[src/rtl/core/kmp_pkg.sv]
// Shared constants, widths and payload types for the k-transaction profit engine.
// No dependencies; every module of the block imports this package.
package kmp_pkg;

    // Most buy-sell pairs tracked; one cell per completed-sale count.
    localparam int K_MAX      = 32;
    localparam int PRICE_BITS = 16;

    // Configuration register
    localparam int               CFG_W     = 6;
    localparam logic [CFG_W-1:0] CFG_RESET = CFG_W'(2);

    // Balance width: price plus growth over K_MAX sales, plus sign and margin
    localparam int BAL_W  = PRICE_BITS + $clog2(K_MAX + 1) + 2;
    // Non-negative part of a balance, as seen by the max tree
    localparam int LEAF_W = BAL_W - 1;

    // Result field
    localparam int                  PROFIT_W   = 21;
    localparam logic [PROFIT_W-1:0] PROFIT_MAX = {PROFIT_W{1'b1}};

    // Max tree over the idle balances, padded to a power of two
    localparam int TREE_L = (K_MAX > 1) ? $clog2(K_MAX) : 1;
    localparam int LEAVES = 1 << TREE_L;

    // Result buffer, deep enough to cover the pipeline at full rate
    localparam int FIFO_D = 1 << ($clog2(TREE_L + 3) + 1);
    localparam int PTR_W  = $clog2(FIFO_D);
    localparam int CNT_W  = $clog2(FIFO_D + 1);

    // Stream widths
    localparam int IN_TDATA_W  = 16;
    localparam int OUT_TDATA_W = ((PROFIT_W + 7) / 8) * 8;

    // Index compare width for the k mask
    localparam int IDX_W = $clog2(K_MAX + 1);
    localparam int CMP_W = (IDX_W > CFG_W) ? IDX_W : CFG_W;

    // One balance with its reachability flag
    typedef struct packed {
        logic                    vld;
        logic signed [BAL_W-1:0] val;
    } bal_t;

    // Control carried alongside a transaction through the tree
    typedef struct packed {
        logic vld;
        logic last;
    } tag_t;

    // One finished result
    typedef struct packed {
        logic                done;
        logic [PROFIT_W-1:0] profit;
    } res_t;

endpackage

[src/rtl/core/kmp_out_fifo.sv]
// Result buffer between the free-running pipeline and the output stream.
// Depends on kmp_pkg; space is reserved upstream, so a write never meets a full buffer.
module kmp_out_fifo import kmp_pkg::*;
(
    input  logic clk,
    input  logic rst_n,
    input  logic wr_en,
    input  res_t wr_data,
    output logic rd_valid,
    input  logic rd_ready,
    output res_t rd_data
);

    res_t             mem_reg [FIFO_D];
    logic [PTR_W-1:0] wr_ptr_reg;
    logic [PTR_W-1:0] wr_ptr_next;
    logic [PTR_W-1:0] rd_ptr_reg;
    logic [PTR_W-1:0] rd_ptr_next;
    logic [CNT_W-1:0] count_reg;
    logic [CNT_W-1:0] count_next;
    logic             rd_en;

    assign rd_valid = (count_reg != '0);
    assign rd_en    = rd_valid && rd_ready;
    assign rd_data  = mem_reg[rd_ptr_reg];

    // Advance pointers and occupancy
    always_comb
    begin
        wr_ptr_next = wr_en ? wr_ptr_reg + PTR_W'(1) : wr_ptr_reg;
        rd_ptr_next = rd_en ? rd_ptr_reg + PTR_W'(1) : rd_ptr_reg;
        count_next  = count_reg + CNT_W'(wr_en) - CNT_W'(rd_en);
    end

    always_ff @(posedge clk or negedge rst_n)
    begin
        if (!rst_n)
        begin
            wr_ptr_reg <= '0;
            rd_ptr_reg <= '0;
            count_reg  <= '0;
        end
        else
        begin
            wr_ptr_reg <= wr_ptr_next;
            rd_ptr_reg <= rd_ptr_next;
            count_reg  <= count_next;
        end
    end

    // Store a finished result
    always_ff @(posedge clk)
    begin
        if (wr_en)
        begin
            mem_reg[wr_ptr_reg] <= wr_data;
        end
    end

endmodule
[config.mk]
export PLATFORM = sky130hd
export DESIGN_NAME = kmp_out_fifo
export DESIGN_NICKNAME = d
export VERILOG_FILES = /design/src/rtl/core/kmp_pkg.sv /design/src/rtl/core/kmp_out_fifo.sv
export SDC_FILE = /design/constraint.sdc
export NUM_CORES = 1
export LEC_CHECK = 0
export BUFFER_PORTS_ARGS = -buffer_cell sky130_fd_sc_hd__buf_2
export CAP_MARGIN = 15
export CORE_ASPECT_RATIO = 0.9
export CORE_UTILIZATION = 45
export CTS_BUF_LIST = sky130_fd_sc_hd__clkbuf_4 sky130_fd_sc_hd__clkbuf_8 sky130_fd_sc_hd__clkbuf_16
export DETAILED_ROUTE_END_ITERATION = 7
export GPL_TIMING_DRIVEN = 0
export SETUP_SLACK_MARGIN = 0.3
export SYNTH_ARGS = -nofsm -noshare
export SYNTH_HDL_FRONTEND = slang
export SYNTH_SLANG_ARGS = --single-unit
[constraint.sdc]
create_clock -name clk -period 3.3 [get_ports clk]
set_input_delay 0.165 -clock clk [delete_from_list [all_inputs] [get_ports clk]]
set_output_delay 0.165 -clock clk [all_outputs]
set_load 0.02 [all_outputs]
# == After elaboration in Yosys (flattened, before gate mapping) ==
# Memories as Yosys holds them, arrays and structs flattened.
# Index checks and enable logic that the tools add are counted.
# classes
n_addsub,4
muxes,2
reduce_logical,2
# op_table
op,n
$add A4 B1 Y4 const B,2
$add A5 B1 Y5,1
$reduce_bool A5 Y1,1
$sub A5 B1 Y5,1
$mux W1,2
$logic_and A1 B1 Y1,1
# totals
ff_bits,13
mem_bits_rw,352
in_bits,26
out_inout_bits,23
elab_cells,12
n_memories,1
# memory_table
memory,depth,word_bits,rd,rd_clocked_by_memory_dff,write_ports,line_no,text
mem_reg,16,22,1,0,1,kmp_out_fifo.sv:14,res_t mem_reg [FIFO_D];

# == Longest topological paths before layout ==
# depth
depth_word,3
mapped_depth,12
mapped_depth_nobuf,12

# == Least setup slack after synthesis ==
# No wires, ideal clock.
# synth_path
kind,register to register
from,reg count_reg[3]
to,reg count_reg[4]
setup_ns,0.124
arrival_ns,2.623
required_time_ns,3.176
slack_ns,0.553
path_stages_with_launch,13
path_buffers,0
period_less_slack_ns,2.747
path_cell_list,dfrtp_1 -> inv_1 -> ha_1 -> or4b_1 -> nand2_1 -> inv_1 -> ha_1 -> inv_1 -> ha_1 -> fa_1 -> a21oi_1 -> o21bai_1 -> xnor2_1
# synth_between
elab_chain_len,3
word_cells_on_any_way,4
cone_classes,2 x add/sub; 2 x reduce/logical
# synth_rtl
element,line_no,text
from (decl),kmp_out_fifo.sv:19,logic [CNT_W-1:0] count_reg;
from (signal assigned),kmp_out_fifo.sv:47,count_reg <= count_next;
$reduce_bool A5 Y1,kmp_out_fifo.sv:23,assign rd_valid = (count_reg != '0);
via rd_valid,kmp_out_fifo.sv:9,"output logic rd_valid,"
$logic_and A1 B1 Y1,kmp_out_fifo.sv:24,assign rd_en = rd_valid && rd_ready;
via rd_en,kmp_out_fifo.sv:21,logic rd_en;
$sub A5 B1 Y5,kmp_out_fifo.sv:32,count_next = count_reg + CNT_W'(wr_en) - CNT_W'(rd_en);
via count_next[4],kmp_out_fifo.sv:20,logic [CNT_W-1:0] count_next;
# The timed path passes the listed nets, and every way through them passes these cells.
# A chain may end at the register's enable or synchronous reset.

==> flow_summary_export.csv <==
group,metric,value,unit
power_and_ir_drop,powerDensity,893,mW/mm^2
timing,clock_skew,0.0140,ns
global_routing,grtUsageTotal,19.5,%
cells_and_area,n_antenna_cell,0,
worst_setup_path,r2r_start,"count_reg[3]",
logic_synthesis,synth_cell_types,29,
worst_setup_path,critPathArrivalTime,2.74,ns
logic_synthesis,yosys.area_share.xor_xnor,0.627,%
routing,wl,29.9,mm
cells_and_area,multi_input_area,0.00298,mm^2
logic_synthesis,synth-compound-area-share,2.58,%
clock_network,path_clk_slew,0.06,ns
flow_run,drv_cap,0,
floorplanning,die_h,169,um
timing,setup_viol,0,
clock_network,htreeDepth,2,
worst_setup_path,cp-end-kind,"primary output",
routing,wl_met2,15.2,mm
routing,ant_nets,0,
logic_synthesis,async_reset_ff_share,3.56,%
logic_synthesis,synthesis.area,0.0140,mm^2
routing,vias_per_cell,5.60,
cells_and_area,area_growth,16.8,%
logic_synthesis,synth_area_leaders,"edfxtp_1, mux4_2, a22oi_1",
logic_synthesis,yosys_warnings,0,
clock_network,clk_latency,0.52,ns
logic_synthesis,synth-simple-area-share,1.90,%
power_and_ir_drop,power_leakage,0.00533,uW
logic_synthesis,synth_cells,626,
logic_synthesis,synth_nets,664,
floorplanning,initial_utilization,46.3,%
logic_synthesis,synth_top_area_cell,"edfxtp_1",
cells_and_area,largest_reg_flops,352,
routing,drt-initial-drc-count,488,
clock_network,cts_tree,"done",
cells_and_area,fin_cells,1159,
logic_synthesis,netlist.area_leader.share,75.7,%
worst_setup_path,crit_required,3.13,ns
global_routing,grt_pass1_wl,44.1,mm
worst_setup_path,start_kind,"register",
placed_design,dp_cells,1087,
power_and_ir_drop,ir_drop,0.641,mV
cells_and_area,nets,765,
worst_setup_path,cp-startpoint,"rd_ptr_reg[1]",
clock_network,numCtsBuffers,38,
timing,rsz0062_at_grt,"no",
global_routing,grt_pass1_vias,6940,
placed_design,io_buffers,48,
global_routing,grt_max_degree,23,
worst_setup_path,crit_fanout,10,
min_path,min_path_type,"in2reg",
routing,wl_met3,1.39,mm
worst_setup_path,ff2ff_path_depth,12,
global_routing,antenna_found_initial,1,
timing,slew_headroom,33.9,%
global_routing,grt_remaining_overflow,0,
routing,wl_met1,12.6,mm
logic_synthesis,ys_seq_area_share,78.0,%
routing,route.detailed.drc,0,
routing,routed.top_layer,"met5",
cells_and_area,fillers,2325,
worst_setup_path,critPathKind,"reg2out",
clock_network,clock-root-buffer,"clkbuf_16",
routing,drt_pre_antenna_iters,4,
placed_design,globalplace.congestion,0.732,
clock_network,post-cts-setup-buffer-count,0,
placed_design,hpwl,17.8,mm
logic_synthesis,synth_flop_cell,"edfxtp_1",
routing,wl_per_cell,25.8,um
timing,min_period,2.90,ns
cells_and_area,fin_area,0.0163,mm^2
min_path,hold_start,"wr_data[10]",
outcome,status,"complete, no violations",
clock_network,cts_buffer_depth,3,
logic_synthesis,synthMuxAreaShare,14.3,%
floorplanning,rows,60,
floorplanning,ios,49,
floorplanning,coreArea,0.0302,mm^2
cells_and_area,seqCellArea,0.0109,mm^2
cells_and_area,drive_gt1_share,31.2,%
logic_synthesis,synth.most_common_cell,"edfxtp_1",
logic_synthesis,synth_fa_ha_area_share,1.13,%
clock_network,cts.sinks,365,
timing,worst_pin_slew,0.987,ns
min_path,min_path_cells,1,
timing,max_freq,345,MHz
timing,fin_crit_sh,87.9,%
logic_synthesis,ys_seq_elements,365,
logic_synthesis,synth_top_family_by_area,"multiplexers",
floorplanning,fp.dieW,188,um
timing,drv_slew,0,
cells_and_area,utilization,54.0,%
timing,hold_viol_final,0,
floorplanning,die-area,0.0317,mm^2
logic_synthesis,avgSynthCellArea,22.3,um^2
placed_design,place_area,0.0150,mm^2
logic_synthesis,synth_edf_count,352,
logic_synthesis,synthTopCellsByCount,"edfxtp_1, mux4_2, a22oi_1, nand2_1, clkbuf_1",
routing,vias,6491,
-- critical path, cell delays in order, from the launching register on --
cell      delay, ns
dfrtp_1        0.38
buf_2          0.21
clkbuf_1       0.69
mux4_2         0.43
a22oi_1        0.25
nand2_1        0.09
buf_2          0.17
-- kinds of logic (layout without fill, tap and decap cells) --
group	after synthesis	after routing
and+or+nand+nor	61	61
muxes	89	89
AOI/OAI and AO/OA	49	49
adders and majority gates	12	12
DFF	365	365
xor gates and xnor gates	10	10
buffers and inverters	40	170
-- stage by stage --
step	total power, uW	setup TNS, ns	hold WS [ns]	setup WS [ns]
2_1_floorplan	8880	0	-0.131	0.553
3_3_place_gp	10200	-63.95	0.0600	-1.38
3_5_place_dp	10500	0	0.0680	0.504
4_1_cts	14700	0	0.00231	0.335
5_1_grt	15200	0	0.0193	0.302
6_report	14600	0	0.0218	0.399
-- power breakdown --
group	internal [uW]	total, uW	switching (uW)
registers	5620	5760	147
clock network	2540	4210	1670
logic	1880	4590	2720
total	10000	14600	4530
-- final timing paths --
path	end	slack, ns
worst max-delay path	rd_data[1]	0.40
worst min-delay path	mem_reg[10][10]	0.02
worst min register to register	rd_ptr_reg[3]	0.54
max in group asynchronous	rd_ptr_reg[3]	2.98
worst max register to register	count_reg[4]	0.47
min in group asynchronous	wr_ptr_reg[1]	0.07
-- layout make-up --
| cell class | count | area share [%] |
|---|---|---|
| flip-flops and latches | 365 | 66.8 |
| multi-input cells | 221 | 18.3 |
| clock buffers | 56 | 7.21 |
| well taps | 403 | 3.09 |
| repair buffers | 61 | 2.80 |
| plain buffers | 31 | 1.10 |
| clock inverters | 13 | 0.506 |
| inverters | 9 | 0.207 |
-- cells in the final DEF (no fill, tap or decap), types with 11 or more instances in the layout --
master,n
a22oi_1,44
buf_2,50
clkbuf_1,17
clkbuf_16,41
dfrtp_1,13
edfxtp_1,352
ha_1,11
mux4_2,88
nand2_1,31
nor2_4,14
-- per-layer routing --
metal  track usage [%]  up-vias
li1                  -     2816
met1              25.9     3421
met2              33.4      190
met3              3.01       62
met4              6.43        2
met5                 0        -
-- what timing repair did --
action | in CTS | in global routing
gates cloned | 0 | 0
hold endpoints to repair | 16 | 0
hold buffers | 3 | 0
endpoints found under the setup margin | 4 | 4
gates resized for setup | 2 | 2
Power figures use the tool's default switching activity.
