### src/rtl/core/kmp_pkg.sv
// Shared constants, widths and payload types for the k-transaction profit engine.
// No dependencies; every module of the block imports this package.
package kmp_pkg;

    // Most buy-sell pairs tracked; one cell per completed-sale count.
    localparam int K_MAX      = 32;
    localparam int PRICE_BITS = 16;

    // Configuration register
    localparam int               CFG_W     = 6;
    localparam logic [CFG_W-1:0] CFG_RESET = CFG_W'(2);

    // Balance width: price plus growth over K_MAX sales, plus sign and margin
    localparam int BAL_W  = PRICE_BITS + $clog2(K_MAX + 1) + 2;
    // Non-negative part of a balance, as seen by the max tree
    localparam int LEAF_W = BAL_W - 1;

    // Result field
    localparam int                  PROFIT_W   = 21;
    localparam logic [PROFIT_W-1:0] PROFIT_MAX = {PROFIT_W{1'b1}};

    // Max tree over the idle balances, padded to a power of two
    localparam int TREE_L = (K_MAX > 1) ? $clog2(K_MAX) : 1;
    localparam int LEAVES = 1 << TREE_L;

    // Result buffer, deep enough to cover the pipeline at full rate
    localparam int FIFO_D = 1 << ($clog2(TREE_L + 3) + 1);
    localparam int PTR_W  = $clog2(FIFO_D);
    localparam int CNT_W  = $clog2(FIFO_D + 1);

    // Stream widths
    localparam int IN_TDATA_W  = 16;
    localparam int OUT_TDATA_W = ((PROFIT_W + 7) / 8) * 8;

    // Index compare width for the k mask
    localparam int IDX_W = $clog2(K_MAX + 1);
    localparam int CMP_W = (IDX_W > CFG_W) ? IDX_W : CFG_W;

    // One balance with its reachability flag
    typedef struct packed {
        logic                    vld;
        logic signed [BAL_W-1:0] val;
    } bal_t;

    // Control carried alongside a transaction through the tree
    typedef struct packed {
        logic vld;
        logic last;
    } tag_t;

    // One finished result
    typedef struct packed {
        logic                done;
        logic [PROFIT_W-1:0] profit;
    } res_t;

endpackage

### src/rtl/core/kmp_max_tree.sv
// Registered maximum tree over the masked idle balances, with a register at every level.
// Depends on kmp_pkg; a tag travels alongside each level.
module kmp_max_tree import kmp_pkg::*;
(
    input  logic              clk,
    input  logic              rst_n,
    input  logic [LEAF_W-1:0] leaves [LEAVES],
    input  tag_t              tag_in,
    output logic [LEAF_W-1:0] root,
    output tag_t              tag_out
);

    // Levels stored flat: level l starts at LEAVES - (LEAVES >> (l-1))
    logic [LEAF_W-1:0] node_reg  [LEAVES-1];
    logic [LEAF_W-1:0] node_next [LEAVES-1];
    tag_t              tag_reg   [TREE_L];

    for (genvar l = 1; l <= TREE_L; l++)
    begin : g_lvl
        localparam int N    = LEAVES >> l;
        localparam int OFF  = LEAVES - (LEAVES >> (l - 1));
        localparam int POFF = OFF - 2 * N;
        for (genvar i = 0; i < N; i++)
        begin : g_node
            logic [LEAF_W-1:0] a;
            logic [LEAF_W-1:0] b;
            if (l == 1)
            begin : g_leaf
                assign a = leaves[2*i];
                assign b = leaves[2*i+1];
            end
            else
            begin : g_inner
                assign a = node_reg[POFF+2*i];
                assign b = node_reg[POFF+2*i+1];
            end
            assign node_next[OFF+i] = (a > b) ? a : b;
        end
    end

    // Advance every level each cycle
    always_ff @(posedge clk)
    begin
        node_reg <= node_next;
    end

    // Shift the tags in step with the levels
    always_ff @(posedge clk or negedge rst_n)
    begin
        if (!rst_n)
        begin
            for (int l = 0; l < TREE_L; l++)
            begin
                tag_reg[l] <= '0;
            end
        end
        else
        begin
            tag_reg[0] <= tag_in;
            for (int l = 1; l < TREE_L; l++)
            begin
                tag_reg[l] <= tag_reg[l-1];
            end
        end
    end

    assign root    = node_reg[LEAVES-2];
    assign tag_out = tag_reg[TREE_L-1];

endmodule

### config.mk
export PLATFORM = sky130hd
export DESIGN_NAME = kmp_max_tree
export DESIGN_NICKNAME = d
export VERILOG_FILES = /design/src/rtl/core/kmp_pkg.sv /design/src/rtl/core/kmp_max_tree.sv
export SDC_FILE = /design/constraint.sdc
export NUM_CORES = 2
export LEC_CHECK = 0
export BUFFER_PORTS_ARGS = -buffer_cell sky130_fd_sc_hd__buf_2
export CORE_ASPECT_RATIO = 0.5
export CORE_UTILIZATION = 61
export CTS_BUF_LIST = sky130_fd_sc_hd__clkbuf_4 sky130_fd_sc_hd__clkbuf_8 sky130_fd_sc_hd__clkbuf_16
export CTS_CLUSTER_SIZE = 12
export DETAILED_ROUTE_END_ITERATION = 8
export HOLD_SLACK_MARGIN = 0.15
export PLACE_DENSITY = 0.9
export SETUP_SLACK_MARGIN = 0.3
export SYNTH_ARGS = -nofsm -noshare
export SYNTH_HDL_FRONTEND = slang
export SYNTH_SLANG_ARGS = --single-unit
### constraint.sdc
create_clock -name clk -period 5.8 [get_ports clk]
set_input_delay 0.29 -clock clk [delete_from_list [all_inputs] [get_ports clk]]
set_output_delay 0.29 -clock clk [all_outputs]
set_load 0.005 [all_outputs]
==> flow_summary.ini, run 1 <==
[die]
die_y_um = 185.9
rows = 66
initial_core_util_pct = 62.62
ioPinCount = 765
die_w_um = 369.8

[global_routing]
grt_overflow = 75
grt_pass1_wl_mm = 313.9
grt_pass1_vias = 49840
groute.usage.overall_pct = 62.84
grt_max_degree = 24

[yosys]
yosysSeqAreaShare_pct = 35.20
synthTopCellsByArea = dfxtp_1 35%, ha_1 22%, mux2_2 18%
ys_ff_latch = 723
synthFlopType = dfxtp_1
synth_cell_types = 46
synthesis.area_sq_um = 41260
syn_nets = 5517
yosys.area.top_type_share_pct = 34.59
synthArstFlopShare_pct = 1.383
netlist_instances = 4064
ys_warn_count = 0
syn_area_per_cell_sq_um = 10.15
netlist.top_cell.by_area = dfxtp_1
synth_edf_count = 0

[clock_tree]
numCtsBuffers = 71
postCtsSetupRepairBufs = 0
cts-root-buf = clkbuf_16
clockBufferDepth = 3
post_cts_resized = 0
htree_levels = 3
clock-sinks = 723

[placed_design]
place.port_buffers = 764
dp_hpwl_mm = 95.34
gp_congestion = 0.9579
post_dp_cell_area_sq_um = 45770
dp_slack_ps = 2524

[run_status]
lastStage = global routing (5_1_grt)
error = [ERROR GRT-0116] Global routing finished with congestion. Check the congestion regions in the DRC Viewer.
status = did not finish
[layer usage]
metal	global-route usage [%]	GRT overflow
met1	63.17	1
met2	83.11	46
met3	47.05	1
met4	55.64	27
met5	16.17	0
[metrics by stage]
step,instances,hold WS (ps)
floorplan,4064,-5.591
global placement,5657,140.6
detailed placement,5657,151.4
CTS,6491,286.4
[cell usage after synthesis (7+ instances only)]
library cell and number:
a211oi_1 58, a21o_1 14, a21oi_1 262, a221oi_1 13
a22o_1 14, a2bb2oi_1 14, buf_4 32, buf_6 32
dfrtp_1 10, dfxtp_1 713, ha_1 713, inv_1 723
mux2_1 63, mux2_2 650, nand2_1 141, nand3_1 83
nand3b_1 31, nand4_1 121, nor2_1 95, nor3_1 55
nor4_1 8, o211ai_1 7, o21a_1 15, o21ai_0 93
o21ba_2 13, o21bai_1 7, o31ai_1 8, o31ai_2 14
or3_1 13
[cells by family after synthesis]
group                      synth area share, %
AOI/OAI and AO/OA                        8.736
adders and majority gates                21.62
and+or+nand+nor                          6.959
muxes                                    19.46
buffers and inverters                    8.032
DFF                                      35.20
[repair_timing]
| action | 4_1_cts |
|---|---|
| setup endpoints to repair | 0 |
| hold buffers | 740 |
| endpoints found under the hold margin | 380 |
==> run 2: changes to the inputs <==
==> config.mk (replaced) <==
export PLATFORM = sky130hd
export DESIGN_NAME = kmp_max_tree
export DESIGN_NICKNAME = d
export VERILOG_FILES = /design/src/rtl/core/kmp_pkg.sv /design/src/rtl/core/kmp_max_tree.sv
export SDC_FILE = /design/constraint.sdc
export NUM_CORES = 2
export LEC_CHECK = 0
export BUFFER_PORTS_ARGS = -buffer_cell sky130_fd_sc_hd__buf_2
export CORE_UTILIZATION = 40
export DETAILED_ROUTE_END_ITERATION = 8
export PLACE_DENSITY_LB_ADDON = 0.15
export SYNTH_ARGS = -nofsm -noshare
export SYNTH_HDL_FRONTEND = slang
export SYNTH_SLANG_ARGS = --single-unit
==> run 2 against run 1 <==
  * The run now ends clean
  * Synthesized cell count is the same
  * Area after synthesis is the same
==> flow_summary.ini, run 2 <==
[critical_path]
crit_family = buffers and inverters
critPathSlowestCell = a22oi_2
slowest_delay_ps = 590
arrival_ps = 4180
critPathRequiredTime_ps = 6300
crit_buf_inv = 5
start_kind = primary input
crit_chain = dlygate4sd3_1 -> buf_2 -> inv_1 -> ha_1 -> nand4_1 -> nor4_2 -> o31a_1 -> a2111oi_2 -> a22oi_2 -> buf_4 -> mux2_2 -> dlygate4sd3_1
path_max_fanout = 12
cp-end-kind = flip-flop
crit_type = in -> reg
crit_top_cell = dlygate4sd3_1

[yosys]
yosysMostFrequentCell = inv_1
synthFlopType = dfxtp_1
syn_area_per_cell_sq_um = 10.15
synthArstFlopShare_pct = 1.383
netlist.top_cell.by_area = dfxtp_1
synth_adder_area_share_pct = 21.62
synthMuxAreaShare_pct = 19.46
synth_cell_types = 46
yosys.area.top_type_share_pct = 34.59
synth_top_family_by_area = adder cells
ys_warn_count = 0
netlist_instances = 4064
yosys.area_share.simple_pct = 6.959
synth_edf_count = 0
ys_top_cells_by_count = 723 x inv_1, 713 x dfxtp_1, 713 x ha_1
synthesis.area_sq_um = 41260
yosysSeqAreaShare_pct = 35.20
synth_compound_area_share_pct = 8.736
syn_nets = 5517
synthTopCellsByArea = dfxtp_1 35%, ha_1 22%, mux2_2 18%
ys_ff_latch = 723
synth_xor_area_share_pct = 0

[placed_design]
place.port_buffers = 764
dp_hpwl_mm = 95.72
dp_slack_ps = 2585
gp_congestion = 0.8658
dp.cells = 6145

[clock_tree]
cts-root-buf = clkbuf_16
post_cts_resized = 0
postCtsSetupRepairBufs = 0
numCtsBuffers = 84
clockBufferDepth = 3
htree_levels = 3
clkTransAtPathRegs_ps = 60
clk_latency_ps = 630
clock-sinks = 723
cts_tree = done

[die]
die_y_um = 323.2
rows = 117
die-area_sq_um = 104400
initial_core_util_pct = 40.44
ioPinCount = 765
die_w_um = 323.2
core_area_sq_um = 102000

[routing]
via_count = 33820
first_pass_iters = 5
routed_wl_mm = 121.3
drtIter0Drc = 1154
wl_per_cell_um = 17.17
viasPerCell = 4.788
ant_nets = 0
drc_errors = 0

[run]
maxCapViolCount = 0

[layout]
layout.cells.most_common_list = 764 x buf_2, 740 x dlygate4sd3_1, 723 x inv_1
layout-drive-gt1-share_pct = 28.61
fill_cells = 9009
final_nets = 7056
final_common_cell = buf_2
stdcell_count = 7063
area_growth_syn_to_layout_pct = 37.74

[global_routing]
antenna_found_initial = 25
grt_overflow = 0
groute.usage.overall_pct = 22.75
grt_pass1_wl_mm = 185.5
grt_max_degree = 24
grt_pass1_vias = 35040

[sta]
finalSetupViolCount = 0
period_share_pct = 63.52
hold_slack_ps = 341.5
final.setup.worst_slack_ps = 2116
hold_viol = 0
finalSetupTns_ps = 0
worst_slew_pin_slew_ps = 1217
max_slew_margin_pct = 18.88
period_needed_ps = 3684
slew_violations = 0
max_freq_ghz = 0.2714
skew_ps = 19.52
rsz0062_at_grt = no

[power_and_ir_drop]
leakage_nw = 27.73
cellPowerDensity_nw_per_um2 = 353.7
peakVddDrop_mv = 0.2365

[run_status]
status = finished clean

[worst_hold_path]
hold_path.class = in -> reg
run 2: cell counts after synthesis:
Identical to the previous run, type by type.
run 2: timing repair:
item | CTS | global route
endpoints found under the setup margin | 0 | 0
hold buffers | 740 | 0
hold endpoints to repair | 380 | 0
run 2: through the flow:
| stage | power (mW) | utilization [%] | area, sq um |
|---|---|---|---|
| CTS | 20.37 | 55.64 | 56770 |
| detailed placement | 13.97 | 45.48 | 46410 |
| global route | 21.52 | 55.70 | 56830 |
| finish | 20.10 | 55.70 | 56840 |
| global placement | 13.96 | 45.48 | 46410 |
| floorplan | 11.80 | - | 41260 |
run 2: metal layers:
metal | GRT usage, % | up-vias | part of all wire (%) | wire length [um]
li1 | - | 17350 | - | -
met1 | 28.47 | 15560 | 45 | 54230
met2 | 38.76 | 710 | 47 | 57420
met3 | 4.120 | 201 | 4.8 | 5870
met4 | 8.404 | 2 | 3.1 | 3763
met5 | 0 | - | 0.0066 | 8
run 2: logic make-up (layout without fill, tap and decap cells):
kind of cell / Yosys count / in the layout
and+or+nand+nor: 566 / 566
AOI/OAI and AO/OA: 562 / 562
buffers and inverters: 787 / 2393
adders and majority gates: 713 / 713
other: 0 / 25
muxes: 713 / 713
DFF: 723 / 723
run 2: worst paths after layout:
check,startpoint,endpoint,slack [ps],depth (start not counted)
max,leaves[665],g_lvl[2].g_node[0].b[15]$_DFF_P_,2120,12
min,tag_in[1],tag_reg[9]$_DFF_PN0_,340,2
max reg2reg,g_lvl[2].g_node[1].b[21]$_DFF_P_,g_lvl[3].g_node[0].b[18]$_DFF_P_,2810,9
min reg2reg,tag_reg[7]$_DFF_PN0_,tag_reg[5]$_DFF_PN0_,350,0
max in group asynchronous,rst_n,tag_reg[6]$_DFF_PN0_,4840,3
min in group asynchronous,rst_n,tag_reg[3]$_DFF_PN0_,670,3
run 2: report_power, final:
part           switching [mW]  internal (mW)  total [mW]
clock network            2.18           3.45        5.63
logic                    3.44           3.89        7.33
registers               0.871           6.28        7.15
run 2: final cells by class:
| class | instances | area [sq um] | area share [%] |
|---|---|---|---|
| repair buffers | 1517 | 11330 | 19.93 |
| well taps | 1368 | 1712 | 3.012 |
| inverters | 723 | 2714 | 4.775 |
| clock buffers | 118 | 2496 | 4.392 |
| multi-input cells | 2554 | 23540 | 41.42 |
| flip-flops and latches | 723 | 14520 | 25.55 |
| clock inverters | 35 | 460.4 | 0.8101 |
| diodes | 25 | 62.56 | 0.1101 |
(Power assumes the default switching activity.)
