==> src/rtl/core/kmp_pkg.sv <==
// Shared constants, widths and payload types for the k-transaction profit engine.
// No dependencies; every module of the block imports this package.
package kmp_pkg;

    // Most buy-sell pairs tracked; one cell per completed-sale count.
    localparam int K_MAX      = 32;
    localparam int PRICE_BITS = 16;

    // Configuration register
    localparam int               CFG_W     = 6;
    localparam logic [CFG_W-1:0] CFG_RESET = CFG_W'(2);

    // Balance width: price plus growth over K_MAX sales, plus sign and margin
    localparam int BAL_W  = PRICE_BITS + $clog2(K_MAX + 1) + 2;
    // Non-negative part of a balance, as seen by the max tree
    localparam int LEAF_W = BAL_W - 1;

    // Result field
    localparam int                  PROFIT_W   = 21;
    localparam logic [PROFIT_W-1:0] PROFIT_MAX = {PROFIT_W{1'b1}};

    // Max tree over the idle balances, padded to a power of two
    localparam int TREE_L = (K_MAX > 1) ? $clog2(K_MAX) : 1;
    localparam int LEAVES = 1 << TREE_L;

    // Result buffer, deep enough to cover the pipeline at full rate
    localparam int FIFO_D = 1 << ($clog2(TREE_L + 3) + 1);
    localparam int PTR_W  = $clog2(FIFO_D);
    localparam int CNT_W  = $clog2(FIFO_D + 1);

    // Stream widths
    localparam int IN_TDATA_W  = 16;
    localparam int OUT_TDATA_W = ((PROFIT_W + 7) / 8) * 8;

    // Index compare width for the k mask
    localparam int IDX_W = $clog2(K_MAX + 1);
    localparam int CMP_W = (IDX_W > CFG_W) ? IDX_W : CFG_W;

    // One balance with its reachability flag
    typedef struct packed {
        logic                    vld;
        logic signed [BAL_W-1:0] val;
    } bal_t;

    // Control carried alongside a transaction through the tree
    typedef struct packed {
        logic vld;
        logic last;
    } tag_t;

    // One finished result
    typedef struct packed {
        logic                done;
        logic [PROFIT_W-1:0] profit;
    } res_t;

endpackage

==> src/rtl/core/kmp_cell.sv <==
// One cell of the balance chain: holding and idle balance for one sale count.
// Depends on kmp_pkg; takes the idle balance of the count below from its neighbor.
module kmp_cell import kmp_pkg::*;
(
    input  logic                  clk,
    input  logic                  rst_n,
    input  logic                  step,
    input  logic                  first,
    input  logic [PRICE_BITS-1:0] price,
    input  bal_t                  left,
    output bal_t                  idle
);

    bal_t hold_reg;
    bal_t hold_next;
    bal_t idle_reg;
    bal_t idle_next;

    logic signed [BAL_W-1:0] p_s;
    logic signed [BAL_W-1:0] buy;
    logic signed [BAL_W-1:0] sell;
    logic                    hold_v;
    logic                    idle_v;

    assign p_s = signed'(BAL_W'(price));

    // Drop own balances at the start of a series
    assign hold_v = hold_reg.vld && !first;
    assign idle_v = idle_reg.vld && !first;

    assign buy  = left.val - p_s;
    assign sell = hold_reg.val + p_s;

    // Keep holding or buy from one count lower
    always_comb
    begin
        hold_next.vld = hold_v;
        hold_next.val = hold_reg.val;
        if (left.vld && (!hold_v || (buy > hold_reg.val)))
        begin
            hold_next.vld = 1'b1;
            hold_next.val = buy;
        end
    end

    // Stay idle or sell the share held at this count
    always_comb
    begin
        idle_next.vld = idle_v;
        idle_next.val = idle_reg.val;
        if (hold_v && (!idle_v || (sell > idle_reg.val)))
        begin
            idle_next.vld = 1'b1;
            idle_next.val = sell;
        end
    end

    // Clear on reset, advance the balances on each accepted price
    always_ff @(posedge clk or negedge rst_n)
    begin
        if (!rst_n)
        begin
            hold_reg <= '0;
            idle_reg <= '0;
        end
        else if (step)
        begin
            hold_reg <= hold_next;
            idle_reg <= idle_next;
        end
    end

    assign idle = idle_reg;

endmodule

==> config.mk <==
export PLATFORM = sky130hd
export DESIGN_NAME = kmp_cell
export DESIGN_NICKNAME = d
export VERILOG_FILES = /design/src/rtl/core/kmp_pkg.sv /design/src/rtl/core/kmp_cell.sv
export SDC_FILE = /design/constraint.sdc
export NUM_CORES = 1
export LEC_CHECK = 0
export ABC_CLOCK_PERIOD_IN_PS = 5100
export BUFFER_PORTS_ARGS = -buffer_cell sky130_fd_sc_hd__buf_4
export CORE_ASPECT_RATIO = 1.2
export CORE_MARGIN = 4
export CORE_UTILIZATION = 59
export DETAILED_ROUTE_END_ITERATION = 10
export HOLD_SLACK_MARGIN = 0.12
export PLACE_DENSITY = 0.88
export SLEW_MARGIN = 10
export SYNTH_ARGS = -nofsm -noshare
export SYNTH_HDL_FRONTEND = slang
export SYNTH_SLANG_ARGS = --single-unit
==> constraint.sdc <==
create_clock -name clk -period 5.1 [get_ports clk]
set_input_delay 0.51 -clock clk [delete_from_list [all_inputs] [get_ports clk]]
set_output_delay 0.51 -clock clk [all_outputs]
set_load 0.03 [all_outputs]
# Word level (Yosys, flattened, before mapping)
# Index checks and enable logic that the tools add are counted.
# totals
register_bits,50
in_bits,45
# op_classes
n_lt_le_gt_ge,2
add_sub_neg,2
muxes,2
reduce_logical,11
# op_table
operator,n
25-bit two-way mux,2
24-bit greater-than comparator,2
24-bit by 17-bit adder with 24-bit output,1
24-bit by 17-bit subtractor with 24-bit output,1
1-bit logical AND,4
2-bit AND reduction,2
1-bit logical NOT,3
1-bit logical OR,2

# Longest topological paths before layout
# depth
ltp_word,6
ltp_mapped,20
ltp_nobuf,18

# Worst setup path before layout
# Ideal clock, no wire load.
# synth_timing
path_type,input to register
startpoint,in price[4]
endpoint,"reg idle_reg, in the netlist idle[10]"
stages,17
path_buffers,3
required_time_ns,4.975
arrival_ns,4.482
setup_slack_ns,0.493
cell_sequence,ha_1 -> a2111oi_4 -> o31ai_1 -> a2111oi_2 -> o31a_1 -> buf_4 -> nor4b_1 -> a311o_1 -> ha_1 -> nand4_1 -> nor2_1 -> a221oi_1 -> o2111a_1 -> a211o_1 -> buf_2 -> buf_1 -> mux2_2
# synth_between
elab_chain_cells,5
# synth_rtl
element,line_no,text
"start, declared",kmp_cell.sv:9,"input logic [PRICE_BITS-1:0] price,"
24-bit by 17-bit adder with 24-bit output,kmp_cell.sv:32,assign sell = hold_reg.val + p_s;
net sell[23],kmp_cell.sv:21,logic signed [BAL_W-1:0] sell;
24-bit greater-than comparator,kmp_cell.sv:51,if (hold_v && (!idle_v || (sell > idle_reg.val)))
1-bit logical OR,kmp_cell.sv:51,
1-bit logical AND,kmp_cell.sv:51,
2-bit AND reduction (no line),n/a,
"end signal, assigned",kmp_cell.sv:69,idle_reg <= idle_next;
"end, declared",kmp_cell.sv:16,bal_t idle_reg;
# The timed path passes the listed nets, and every way through them passes these cells.
# A chain may end at the register's enable or synchronous reset.

# Worst setup path in the final report
# layout_timing
startpoint,in price[0]
endpoint,reg hold_reg[3] (netlist name)
# layout_between
elab_chain_cells,5
# layout_rtl
element,line_no,text
24-bit by 17-bit subtractor with 24-bit output,kmp_cell.sv:31,assign buy = left.val - p_s;
net buy[14],kmp_cell.sv:20,logic signed [BAL_W-1:0] buy;
24-bit greater-than comparator,kmp_cell.sv:39,if (left.vld && (!hold_v || (buy > hold_reg.val)))
1-bit logical OR,kmp_cell.sv:39,
1-bit logical AND,kmp_cell.sv:39,
2-bit AND reduction (no line),n/a,
"end signal, assigned",kmp_cell.sv:68,hold_reg <= hold_next;
"end, declared",kmp_cell.sv:14,bal_t hold_reg;
# The timed path passes the listed nets, and every way through them passes these cells.

==> out/metrics.cfg <==
[routing]
vias_per_cell=6.14
vias=4640
drc=0
finalWirelength_microns=12700
drt_first_iter_violations=227
drt-pass1-iter-count=5
drt-wirelength-per-cell_microns=16.8
ant_nets=0

[floorplan]
core_sq_um=8290
num_io_pins=70
die-area_sq_um=10200
die_x_microns=92.8
std_cell_rows=36
initial_utilization_pct=61.4
die_h_microns=110

[worst_hold_path]
min_path_type=in -> async

[logic_synthesis]
syn_area_sq_um=5090
synth-main-ff-cell=dfrtp_1
synth_top_family_by_area=adder cells
synthCells=575
synthAdderAreaFrac_pct=20.4
ys_seq_elements=50
synth-compound-area-share_pct=20.3
yosys.area_share.simple_pct=13.4
synth_edf_count=0
yosysSeqAreaShare_pct=24.6
synth_xor_area_share_pct=5.50
synthesis.nets=702
synthMuxAreaShare_pct=9.02
syn_area_per_cell_sq_um=8.86
yosys_warnings=0
synth.distinct_cells=57
async_flop_share_pct=100

[outcome]
status=completed

[critical_path]
arrival_ns=4.89
crit_type=in -> reg
worst_ep_required_time_ns=5.30
crit_path_end_kind=flop
path_max_fanout=19
cp-start-kind=primary input

[placed_design]
io_buffer_count=69
pre_cts_slack_ns=0.136
place_area_sq_um=5750
gp_routability_congestion=0.903
place.detailed.hpwl_microns=10400

[pwr]
vdd_drop_max_uv=230
p_sw_uw=1460
p_per_area_nw_per_um2=521
p_leak_uw=0.00289
clkPwrFrac_pct=9.4
combPwrFrac_pct=67.2
seqPwrFrac_pct=23.5
switching_share_pct=47.8
cellInternalPower_uw=1590

[cells_and_area]
final-seq-area_sq_um=1250
nFillCells=685
antenna_cells=0
drive_above_1_share_pct=19.6
multi_input_area_sq_um=3500
postLayoutCellArea_sq_um=5850
synthToLayoutAreaGrowth_pct=15.0
fin_nets=768

[clock_tree]
cts_resized=0
clk_latency_ns=0.32
tritoncts=built
clock_path_buffers=2
root_buffer=clkbuf_8
postCtsSetupBuffers=0
cts.sinks=50
cts.reportedPaths.clkPinSlew_ns=0.09
cts_buffers=5
cts.hold.buffers_added=0
ctsHtreeMaxLevel=2

[timing]
rsz0062_at_grt=false
maxSlewHeadroom_pct=54.7
finClkSkew_ns=0.00314
fin_crit_ns=4.69
hold_viol=0
final_max_slew_viol_count=0
max_freq_mhz=213
setup_viol=0
fin_crit_sh_pct=92.0
tns_ns=0
worst_pin_slew_ns=0.680
layout_setup_ws_ns=0.409

[global_routing]
antenna_found_initial=0
overflow=0
grt_max_degree=51
grtUsageTotal_pct=25.6
grt_pass1_vias=4726
grt_pass1_wl_microns=21300

[run]
cap_violations=0

## power groups by stage
stage,Clock [uW],Sequential (uW),Combinational [uW]
after detailed placement,0,721,2020
after floorplan,0,856,1290
after global routing,307,743,2280
after CTS,287,713,2040
after global placement,0,704,1900
final,286,715,2050
## per-layer routing
metal | track usage, % | part of all wire [%] | vias up
met5 | 0 | 0 | -
met4 | 11.3 | 3.7 | 0
met3 | 3.08 | 3.9 | 45
met2 | 45.8 | 51 | 133
met1 | 30.8 | 42 | 2235
li1 | - | - | 2227
## Yosys cell counts (2+ instances only)
library cell / instances / share of area [%]
nor2_1: 25 / 1.8
a21oi_1: 37 / 3.6
a211o_1: 6 / 1.0
o21ai_0: 20 / 2.0
nand4_1: 15 / 1.8
nor4b_1: 3 / 0.52
ha_1: 80 / 20
xnor2_1: 25 / 4.3
o311ai_0: 3 / 0.52
o31ai_1: 5 / 0.74
a31oi_1: 14 / 1.7
o31a_1: 4 / 0.69
mux2i_1: 2 / 0.39
a211oi_1: 2 / 0.29
nor3_1: 12 / 1.2
nand3_1: 11 / 1.1
or3_1: 4 / 0.49
buf_1: 4 / 0.29
nand2b_1: 3 / 0.37
and2_1: 3 / 0.37
o21a_1: 7 / 1.0
clkbuf_1: 4 / 0.29
a21o_1: 17 / 2.5
nor3b_1: 4 / 0.59
nor4_1: 5 / 0.61
o2111a_1: 2 / 0.44
mux2_2: 39 / 8.6
a31o_2: 2 / 0.34
dfrtp_1: 50 / 25
or4_1: 2 / 0.29
and3_1: 4 / 0.49
nand2_1: 34 / 2.5
inv_1: 74 / 5.5
a221oi_1: 2 / 0.34
nor2b_1: 7 / 0.86
o22ai_1: 2 / 0.25
a311o_1: 4 / 0.79
buf_2: 6 / 0.59
o211ai_1: 7 / 1.0
fa_1: 2 / 0.79
xor2_1: 7 / 1.2
## worst max-delay path, stage by stage
cell and delay (ns):
buf_4 0.12, ha_1 0.23, fa_1 0.43, nor2b_1 0.19, o2111ai_1 0.15, a21oi_1 0.31
o21ai_0 0.30, o21ai_0 0.33, a21oi_1 0.10, ha_1 0.31, nand4_1 0.12, nor4_1 0.38
a21boi_0 0.31, o31ai_1 0.11, a31oi_1 0.18, and3_1 0.26, buf_12 0.18, mux2_2 0.36
## stage by stage
stage | std cells | total power (uW) | utilization [%] | hold WS, ns
floorplan | 575 | 2150 | - | 0.214
global placement | 748 | 2600 | 69.4 | 0.501
detailed placement | 748 | 2740 | 69.4 | 0.527
CTS | 756 | 3040 | 70.6 | 0.248
global route | 756 | 3330 | 70.6 | 0.266
finish | 756 | 3050 | 70.6 | 0.216
## cell families (layout without fill, tap and decap cells)
group	after synthesis	in the layout
AO/OA/AOI/OAI	147	147
AND/OR/NAND/NOR	134	134
buffers and inverters	89	156
adder cells (fa/ha/maj)	82	82
flip-flops	50	50
multiplexers	41	41
XOR/XNOR	32	32
## cell type report
class                   count  share of cell area (%)
well taps                 114                    2.44
repair buffers             74                    9.92
clock buffers               7                    1.30
multi-input cells         436                    59.7
clock inverters             1                   0.513
inverters                  74                    4.74
flip-flops and latches     50                    21.4
## cell usage in the layout, fill, tap and decap left out, types with 4 or more instances in the layout
cell / n
a211o_1: 6
a21o_1: 17
a21oi_1: 37
a311o_1: 4
a31oi_1: 14
and3_1: 4
buf_4: 72
clkbuf_8: 5
dfrtp_1: 50
ha_1: 80
inv_1: 74
mux2_2: 39
nand2_1: 34
nand3_1: 11
nand4_1: 15
nor2_1: 25
nor2b_1: 7
nor3_1: 12
nor3b_1: 4
nor4_1: 5
o211ai_1: 7
o21a_1: 7
o21ai_0: 20
o31a_1: 4
o31ai_1: 5
or3_1: 4
xnor2_1: 25
xor2_1: 7
## path summary, 6_finish.rpt
| path | start | end | slack, ns | depth (start not counted) |
|---|---|---|---|---|
| setup / recovery | price[0] | hold_reg[3]$_DFFE_PN0P_ | 0.41 | 18 |
| hold / removal | rst_n | hold_reg[4]$_DFFE_PN0P_ | 0.22 | 1 |
| setup reg to reg | hold_reg[4]$_DFFE_PN0P_ | idle[6]$_DFFE_PN0P_ | 0.45 | 14 |
| hold reg to reg | idle[16]$_DFFE_PN0P_ | idle[16]$_DFFE_PN0P_ | 0.55 | 1 |
| max in group asynchronous | rst_n | hold_reg[11]$_DFFE_PN0P_ | 4.42 | 1 |
| min in group clk | first | idle[24]$_DFFE_PN0P_ | 0.42 | 2 |
Note: power is estimated with default switching activity, not from simulation.
